**src/design/dda_pkg.sv**
```systemverilog
`timescale 1ns / 1ps
// ----------------------------------------------------------------------------
// dda_pkg - shared constants and types of the dda line rasterizer
// widths of coordinates, fixed-point accumulator, slope and the divider link
// ----------------------------------------------------------------------------
package dda_pkg;

   localparam int COORD_BITS   = 12;
   localparam int FRAC_BITS    = 16;
   localparam int COLOR_BITS   = 24;
   localparam int ACC_BITS     = COORD_BITS + FRAC_BITS;
   localparam int SLOPE_BITS   = FRAC_BITS + 2;
   localparam int QUO_BITS     = FRAC_BITS + 1;
   localparam int DIV_CNT_BITS = $clog2(ACC_BITS);

   // input word kinds carried on tuser
   localparam logic OP_LOAD = 1'b0;
   localparam logic OP_STEP = 1'b1;

   // start request into the iterative divider
   typedef struct packed {
      logic                  start;
      logic [COORD_BITS-1:0] numer;
      logic [COORD_BITS-1:0] denom;
   } div_req_type;

   // divider status back to the sequencer
   typedef struct packed {
      logic                done;
      logic [QUO_BITS-1:0] quotient;
   } div_stat_type;

   typedef enum logic [1:0] {
      ST_IDLE   = 2'b01,
      ST_DIVIDE = 2'b10
   } seq_state_type;

endpackage

```
**src/design/dda_div.sv**
```systemverilog
`timescale 1ns / 1ps
// ----------------------------------------------------------------------------
// dda_div - restoring divider, one quotient bit per cycle
// computes (numer << FRAC_BITS) / denom with one shared subtractor
// ----------------------------------------------------------------------------
module dda_div import dda_pkg::*; (
   input  logic         clock,
   input  logic         reset,
   input  div_req_type  req,
   output div_stat_type stat
);

   logic                    busy_ff, busy_in;
   logic                    done_ff, done_in;
   logic [DIV_CNT_BITS-1:0] cnt_ff, cnt_in;
   logic [ACC_BITS-1:0]     num_ff, num_in;
   logic [QUO_BITS-1:0]     quo_ff, quo_in;
   logic [COORD_BITS-1:0]   den_ff, den_in;
   logic [COORD_BITS-1:0]   rem_ff, rem_in;
   logic [COORD_BITS:0]     rem_shift;
   logic [COORD_BITS:0]     diff;
   logic                    fits;

   // shared subtract and compare
   assign rem_shift = {rem_ff, num_ff[ACC_BITS-1]};
   assign diff      = rem_shift - {1'b0, den_ff};
   assign fits      = !diff[COORD_BITS];

   always_comb begin
      busy_in = busy_ff;
      done_in = 1'b0;
      cnt_in  = cnt_ff;
      num_in  = num_ff;
      quo_in  = quo_ff;
      den_in  = den_ff;
      rem_in  = rem_ff;
      if (req.start) begin
         busy_in = 1'b1;
         cnt_in  = DIV_CNT_BITS'(ACC_BITS - 1);
         num_in  = {req.numer, {FRAC_BITS{1'b0}}};
         den_in  = req.denom;
         rem_in  = '0;
         quo_in  = '0;
      end else if (busy_ff) begin
         num_in = {num_ff[ACC_BITS-2:0], 1'b0};
         // upper quotient bits are always zero, so only the low ones are kept
         quo_in = {quo_ff[QUO_BITS-2:0], fits};
         rem_in = fits ? diff[COORD_BITS-1:0] : rem_shift[COORD_BITS-1:0];
         cnt_in = cnt_ff - 1'b1;
         if (cnt_ff == '0) begin
            busy_in = 1'b0;
            done_in = 1'b1;
         end
      end
   end

   always_ff @(posedge clock) begin
      if (reset) begin
         busy_ff <= 1'b0;
         done_ff <= 1'b0;
      end else begin
         busy_ff <= busy_in;
         done_ff <= done_in;
      end
      cnt_ff <= cnt_in;
      num_ff <= num_in;
      quo_ff <= quo_in;
      den_ff <= den_in;
      rem_ff <= rem_in;
   end

   // quotient never exceeds 1.0 in Q.16 since the minor delta is at most the major delta
   assign stat.done     = done_ff;
   assign stat.quotient = quo_ff;

endmodule

```
**src/design/dda_line_rasterizer_unit.sv**
```systemverilog
`timescale 1ns / 1ps
// ----------------------------------------------------------------------------
// dda_line_rasterizer_unit - dda line rasterizer top level
// loads a line, computes its slope with an iterative divider, steps pixels
// ----------------------------------------------------------------------------
//  channel | dir | tdata (low bit up)                         | tuser / tlast
//  req     | in  | start_x, start_y, end_x, end_y, line_color | tuser = op
//  rsp     | out | pixel_x, pixel_y, pixel_color              | tuser = pixel_valid,
//          |     |                                            | tlast = last_pixel
//
// steps stream at one pixel per cycle while rsp_tready is high
// a load word emits its start point at once, then holds req_tready low while the
// divider works through all ACC_BITS (28) numerator bits, one quotient bit each, and the slope is latched
// a degenerate load (zero major delta) skips the divider
// reset is synchronous, active high, and clears the sequencer and rsp_tvalid
// a new word is taken only when the result register is empty or draining
// ----------------------------------------------------------------------------
module dda_line_rasterizer_unit import dda_pkg::*; (
   input  logic        clock,
   input  logic        reset,
   input  logic        req_tvalid,
   output logic        req_tready,
   input  logic [71:0] req_tdata,   // start_x, start_y, end_x, end_y, line_color
   input  logic        req_tuser,   // op
   output logic        rsp_tvalid,
   input  logic        rsp_tready,
   output logic [47:0] rsp_tdata,   // pixel_x, pixel_y, pixel_color
   output logic        rsp_tuser,   // pixel_valid
   output logic        rsp_tlast    // last_pixel
);

   // input word fields
   logic [COORD_BITS-1:0] start_x, start_y, end_x, end_y;
   logic [COLOR_BITS-1:0] line_color;

   assign start_x    = req_tdata[COORD_BITS-1:0];
   assign start_y    = req_tdata[2*COORD_BITS-1:COORD_BITS];
   assign end_x      = req_tdata[3*COORD_BITS-1:2*COORD_BITS];
   assign end_y      = req_tdata[4*COORD_BITS-1:3*COORD_BITS];
   assign line_color = req_tdata[4*COORD_BITS+COLOR_BITS-1:4*COORD_BITS];

   // sequencer and line state
   seq_state_type         state_ff, state_in;
   logic                  active_ff, active_in;
   logic                  major_x_ff, major_x_in;
   logic                  neg_ff, neg_in;
   logic [COORD_BITS-1:0] pos_ff, pos_in;
   logic [COORD_BITS-1:0] end_ff, end_in;
   logic [ACC_BITS-1:0]   acc_ff, acc_in;
   logic [SLOPE_BITS-1:0] slope_ff, slope_in;
   logic [COLOR_BITS-1:0] color_ff, color_in;

   // result register
   logic                  out_valid_ff, out_valid_in;
   logic [COORD_BITS-1:0] out_x_ff, out_x_in, out_y_ff, out_y_in;
   logic [COLOR_BITS-1:0] out_color_ff, out_color_in;
   logic                  out_pix_ff, out_pix_in;
   logic                  out_last_ff, out_last_in;

   div_req_type  div_req;
   div_stat_type div_stat;

   logic accept;

   // load ordering
   logic [COORD_BITS-1:0] adx, ady;
   logic [COORD_BITS-1:0] ma0, ma1, mi0, mi1, dmaj, dmin;
   logic                  ld_major_x;

   // step arithmetic
   logic [COORD_BITS-1:0] step_pos;
   logic [ACC_BITS-1:0]   step_acc, round_acc;
   logic [COORD_BITS-1:0] step_minor;
   logic                  step_last;
   logic [SLOPE_BITS-1:0] quo_ext;

   assign req_tready = (state_ff == ST_IDLE) && (!out_valid_ff || rsp_tready);
   assign accept     = req_tvalid && req_tready;

   always_comb begin
      adx        = (start_x > end_x) ? start_x - end_x : end_x - start_x;
      ady        = (start_y > end_y) ? start_y - end_y : end_y - start_y;
      ld_major_x = (adx >= ady);
      if (ld_major_x) begin
         ma0 = start_x; ma1 = end_x; mi0 = start_y; mi1 = end_y;
      end else begin
         ma0 = start_y; ma1 = end_y; mi0 = start_x; mi1 = end_x;
      end
      // order so the major coordinate increases
      if (ma0 > ma1) begin
         ma0 = ma1; ma1 = ld_major_x ? start_x : start_y;
         mi0 = mi1; mi1 = ld_major_x ? start_y : start_x;
      end
      dmaj = ma1 - ma0;
      dmin = (mi1 >= mi0) ? mi1 - mi0 : mi0 - mi1;
   end

   // one step: advance major, add sign-extended slope, round the minor
   assign step_pos   = pos_ff + 1'b1;
   assign step_acc   = acc_ff + {{(ACC_BITS-SLOPE_BITS){slope_ff[SLOPE_BITS-1]}}, slope_ff};
   assign round_acc  = step_acc + ACC_BITS'(1 << (FRAC_BITS - 1));
   assign step_minor = round_acc[ACC_BITS-1:FRAC_BITS];
   assign step_last  = (step_pos == end_ff);

   assign quo_ext = {1'b0, div_stat.quotient};

   always_comb begin
      state_in     = state_ff;
      active_in    = active_ff;
      major_x_in   = major_x_ff;
      neg_in       = neg_ff;
      pos_in       = pos_ff;
      end_in       = end_ff;
      acc_in       = acc_ff;
      slope_in     = slope_ff;
      color_in     = color_ff;
      out_valid_in = out_valid_ff && !rsp_tready;
      out_x_in     = out_x_ff;
      out_y_in     = out_y_ff;
      out_color_in = out_color_ff;
      out_pix_in   = out_pix_ff;
      out_last_in  = out_last_ff;
      div_req      = '{start: 1'b0, numer: dmin, denom: dmaj};

      case (state_ff)
         ST_IDLE: begin
            if (accept) begin
               out_valid_in = 1'b1;
               if (req_tuser == OP_LOAD) begin
                  major_x_in   = ld_major_x;
                  neg_in       = (mi1 < mi0);
                  pos_in       = ma0;
                  end_in       = ma1;
                  acc_in       = {mi0, {FRAC_BITS{1'b0}}};
                  color_in     = line_color;
                  active_in    = (dmaj != '0);
                  // ordered start point; its minor needs no rounding
                  out_x_in     = ld_major_x ? ma0 : mi0;
                  out_y_in     = ld_major_x ? mi0 : ma0;
                  out_color_in = line_color;
                  out_pix_in   = 1'b1;
                  out_last_in  = (dmaj == '0);
                  if (dmaj != '0) begin
                     div_req.start = 1'b1;
                     state_in      = ST_DIVIDE;
                  end
               end else if (active_ff) begin
                  pos_in       = step_pos;
                  acc_in       = step_acc;
                  active_in    = !step_last;
                  out_x_in     = major_x_ff ? step_pos : step_minor;
                  out_y_in     = major_x_ff ? step_minor : step_pos;
                  out_color_in = color_ff;
                  out_pix_in   = 1'b1;
                  out_last_in  = step_last;
               end else begin
                  // step with no line: empty result
                  out_x_in     = '0;
                  out_y_in     = '0;
                  out_color_in = '0;
                  out_pix_in   = 1'b0;
                  out_last_in  = 1'b0;
               end
            end
         end
         ST_DIVIDE: begin
            if (div_stat.done) begin
               // truncated toward zero: negate the magnitude quotient
               slope_in = neg_ff ? SLOPE_BITS'(-quo_ext) : quo_ext;
               state_in = ST_IDLE;
            end
         end
         default: begin
            state_in = ST_IDLE;
         end
      endcase
   end

   dda_div u_div (
      .clock (clock),
      .reset (reset),
      .req   (div_req),
      .stat  (div_stat)
   );

   always_ff @(posedge clock) begin
      if (reset) begin
         state_ff     <= ST_IDLE;
         active_ff    <= 1'b0;
         out_valid_ff <= 1'b0;
      end else begin
         state_ff     <= state_in;
         active_ff    <= active_in;
         out_valid_ff <= out_valid_in;
      end
      major_x_ff   <= major_x_in;
      neg_ff       <= neg_in;
      pos_ff       <= pos_in;
      end_ff       <= end_in;
      acc_ff       <= acc_in;
      slope_ff     <= slope_in;
      color_ff     <= color_in;
      out_x_ff     <= out_x_in;
      out_y_ff     <= out_y_in;
      out_color_ff <= out_color_in;
      out_pix_ff   <= out_pix_in;
      out_last_ff  <= out_last_in;
   end

   assign rsp_tvalid = out_valid_ff;
   assign rsp_tdata  = {out_color_ff, out_y_ff, out_x_ff};
   assign rsp_tuser  = out_pix_ff;
   assign rsp_tlast  = out_last_ff;

endmodule

```
**config.mk**
```make
export PLATFORM = sky130hd
export DESIGN_NAME = dda_line_rasterizer_unit
export DESIGN_NICKNAME = d
export VERILOG_FILES = /design/src/design/dda_pkg.sv /design/src/design/dda_div.sv /design/src/design/dda_line_rasterizer_unit.sv
export SDC_FILE = /design/constraint.sdc
export NUM_CORES = 1
export LEC_CHECK = 0
export ABC_AREA = 1
export BUFFER_PORTS_ARGS = -buffer_cell sky130_fd_sc_hd__buf_2
export CORE_ASPECT_RATIO = 0.8
export CORE_MARGIN = 3
export CORE_UTILIZATION = 50
export CTS_CLUSTER_DIAMETER = 150
export DETAILED_ROUTE_END_ITERATION = 10
export GPL_ROUTABILITY_DRIVEN = 0
export PLACE_DENSITY_LB_ADDON = 0.15
export SLEW_MARGIN = 20
export SYNTH_ARGS = -nofsm -noshare
export SYNTH_HDL_FRONTEND = slang
export SYNTH_SLANG_ARGS = --single-unit
```
**constraint.sdc**
```tcl
create_clock -name clock -period 9.8 [get_ports clock]
set_clock_uncertainty 0.05 [all_clocks]
set_input_delay 0.49 -clock clock [delete_from_list [all_inputs] [get_ports clock]]
set_output_delay 0.49 -clock clock [all_outputs]
set_load 0.1 [all_outputs]
```
==> run summary <==
Run status - finished, final reports clean
Synth unique cells - 60
Final WL - 43.7 mm
Hold Crit Class - input pin to flop
DR WL/cell - 16.7 um
Total die area - 34,600 um2
Unrepaired setup endpoints after global routing - false
Vias in the first global route - 13,000
Synthesized instance count - 2,062
Clock sinks - 210
Clock edge transition at the registers on the reported setup and hold paths - 0.07 ns
Routed vias - 14,400
Synth cell count leaders - nand2_1 (471), inv_1 (289), o21ai_0 (188)
Initial antenna violation count - 0
Synth area leaders - edfxtp_1 (31%), nand2_1 (11%), ha_1 (10%), inv_1 (6.7%), o21ai_0 (5.8%)
Count of input and output buffers - 128
CP startpoint kind - input pin
Clock tree from TritonCTS - built
Layout cells sized above 1 - 12.1%
Post-Syn Area - 16,200 um2
Die height - 167 um
Setup TNS - 0 ns
WHS Path Cells - 1
CTS Buf Count - 23
Initial Util - 51.1%
# rows - 58
Post-synth top area share - 31.5%
Number of flops mapped to enable cells by yosys - 170
R2r setup slk - 5.16 ns
Antenna cells - 0
Clock Tree Root - clkbuf_16
Setup-failing EPs final - 0
Min Tclk post-route - 8.99 ns
Max-cap violations - 0
Most numerous cell in the Yosys netlist - nand2_1
Synth Area per Inst - 7.86 um2
Max_slew headroom - 22.1%
Detailed Place HPWL - 34.3 mm
Crit-path most repeated cell - inv_1
F_max - 0.111 GHz
Reg2Reg Launch Point - slope_ff[0]
Flops & latches, synth - 210
Final nets - 2,397
Critical R2R Capture - out_y_ff[3]
DRT antenna net count - 0
Core ar. - 31,700 um2
# DRC - 0
Syn nets - 2,282
Register area share after synthesis - 36.4%
First-pass GRT wire length - 69.7 mm
Slowest cell on the critical path - a2111oi_0
Gr ovfl total - 0
Final period util - 91.8%
Global-route usage over all layers - 24.6%
CP Class - input pin to flop
Longest Clk Path Bufs - 3
WP data arrival - 9.20 ns
CP peak stage delay - 0.67 ns
Initial DRC Count - 1,462
Placed Area - 17,300 um2
CP Capture Type - flop
Fin area - 18,100 um2
Top_reg_cell synth - edfxtp_1
Clk_lat worst skew - 0.53 ns
Worst r2r path cells - 20
Warnings, synthesis - 0
DRT Pass-1 Iters - 6
Hold Crit Start - req_tdata[59]
Area grow syn2layout - 11.4%
Die Span X - 207 um
Critical path data required time - 10.01 ns
Yosys top cell by area - edfxtp_1
Final core utilization - 56.9%
Crit-path max FO - 31
Hold Path End - color_ff[11]
Worst-margin pin slew - 1.16 ns
I/O pins - 129
H-tree depth - 1
Via density - 5.50
Final slew viol count - 0
Largest net degree at the start of global routing - 63
Final-report hold violation count - 0
Share of async-settable or async-resettable flops after synthesis - 0%
==> layout make-up <==
cell class | instances | area (um2)
Fill cell | 2923 | 13700
Multi-Input combinational cell | 1486 | 8930
Sequential cell | 210 | 5910
Inverter | 296 | 1110
Timing Repair Buffer | 160 | 888
Clock buffer | 33 | 627
Tap cell | 420 | 526
Clock inverter | 9 | 71.3
==> routing by layer <==
metal	share of wire [%]	global-route usage [%]	wire, um	vias up
met5	0	0	0	-
met4	2.0	4.66	874	0
met3	8.9	5.54	3910	60
met2	40	35.4	17500	553
met1	49	37.8	21400	6581
li1	-	-	-	7186
==> worst max-delay path by stage <==
stage / to / slack (ns) / depth (start not counted) / from
5_1_grt: u_div.num_ff[21] / 0.02 / 50 / req_tdata[10]
3_5_place_dp: u_div.num_ff[21] / -0.15 / 48 / req_tdata[12]
6_report: u_div.num_ff[26] / 0.81 / 42 / req_tdata[16]
3_3_place_gp: u_div.num_ff[21] / 0.08 / 48 / req_tdata[12]
4_1_cts: u_div.num_ff[21] / 0.35 / 48 / req_tdata[12]
2_1_floorplan: u_div.num_ff[25] / 0.14 / 57 / req_tdata[0]
==> metrics by stage <==
| step | std cells | worst slack (ns) | hold slack, ns |
|---|---|---|---|
| after floorplan | 2062 | 0.138 | 0.392 |
| after global placement | 2568 | 0.0782 | 0.408 |
| after detailed placement | 2568 | -0.154 | 0.413 |
| after CTS | 2610 | 0.354 | 0.0810 |
| after global routing | 2614 | 0.0221 | 0.0918 |
| final | 2614 | 0.807 | 0.107 |
==> cell usage in the layout, fill, tap and decap left out, types with 4 or more instances in the layout <==
cell type  synthesis  final
a21o_1             6      6
a21oi_1          131    129
a221oi_1          11     10
a22o_1            24     24
a22oi_1           11     11
a31oi_1            7      7
buf_2              3    128
buf_4              3     30
clkbuf_1          52      8
clkbuf_16          0     23
clkinv_2           0      4
dfxtp_1           40     40
edfxtp_1         170    170
fa_1               8      8
ha_1             135    135
inv_1            289    287
inv_2              5      8
mux2i_1            9      9
nand2_1          471    470
nand2_2           21     21
nand3_1           89     89
nand3_2            4      4
nand4_1           17     17
nor2_1           110    109
nor2_4            11     12
nor3_1            21     20
nor4_1             6      6
o211ai_1          16     16
o21a_1            10     10
o21ai_0          188    186
o21ai_1            6      8
o21bai_1          19     19
o221ai_1          12     12
o22ai_1            6      6
o31ai_1            4      4
or2_2              9      9
xnor2_1           28     28
xor2_1            67     67
==> state kept, by name, indices dropped and copies added, names as in the netlist <==
signal and count:
color_ff 24, out_color_ff 24, active_ff 1, u_div.rem_ff 12, u_div.quo_ff 17, out_x_ff 12
rsp_tuser 1, pos_ff 12, u_div.den_ff 12, out_y_ff 12, u_div.cnt_ff 5, neg_ff 1
end_ff 12, slope_ff 18, major_x_ff 1, state_ff 2, u_div.num_ff 12, rsp_tvalid 1
u_div.busy_ff 1, acc_ff 28, rsp_tlast 1, u_div.done_ff 1
==> critical path, delay by kind of cell <==
| family | cells | cell delay, ns |
|---|---|---|
| AOI/OAI and AO/OA | 12 | 3.17 |
| muxes | 1 | 0.33 |
| and+or+nand+nor | 16 | 2.55 |
| buffers and inverters | 7 | 0.91 |
| adders and majority gates | 4 | 1.35 |
| xor gates and xnor gates | 2 | 0.35 |
==> logic make-up after synthesis <==
group | share of synthesized area, %
buffers and inverters | 8.87
AOI/OAI and AO/OA | 17.2
adders and majority gates | 11.4
xor gates and xnor gates | 5.13
DFF | 36.4
and+or+nand+nor | 20.4
muxes | 0.556
==> what timing repair did <==
item / 4_1_cts / 5_1_grt
hold buffers: 0 / 0
gates resized for setup: 0 / 11
buffers inserted: 0 / 4
setup endpoints to repair: 0 / 11
Power is left out: the tool's default activity adds up to more than one toggle a clock period on the data nets, which glitch-free logic cannot reach.
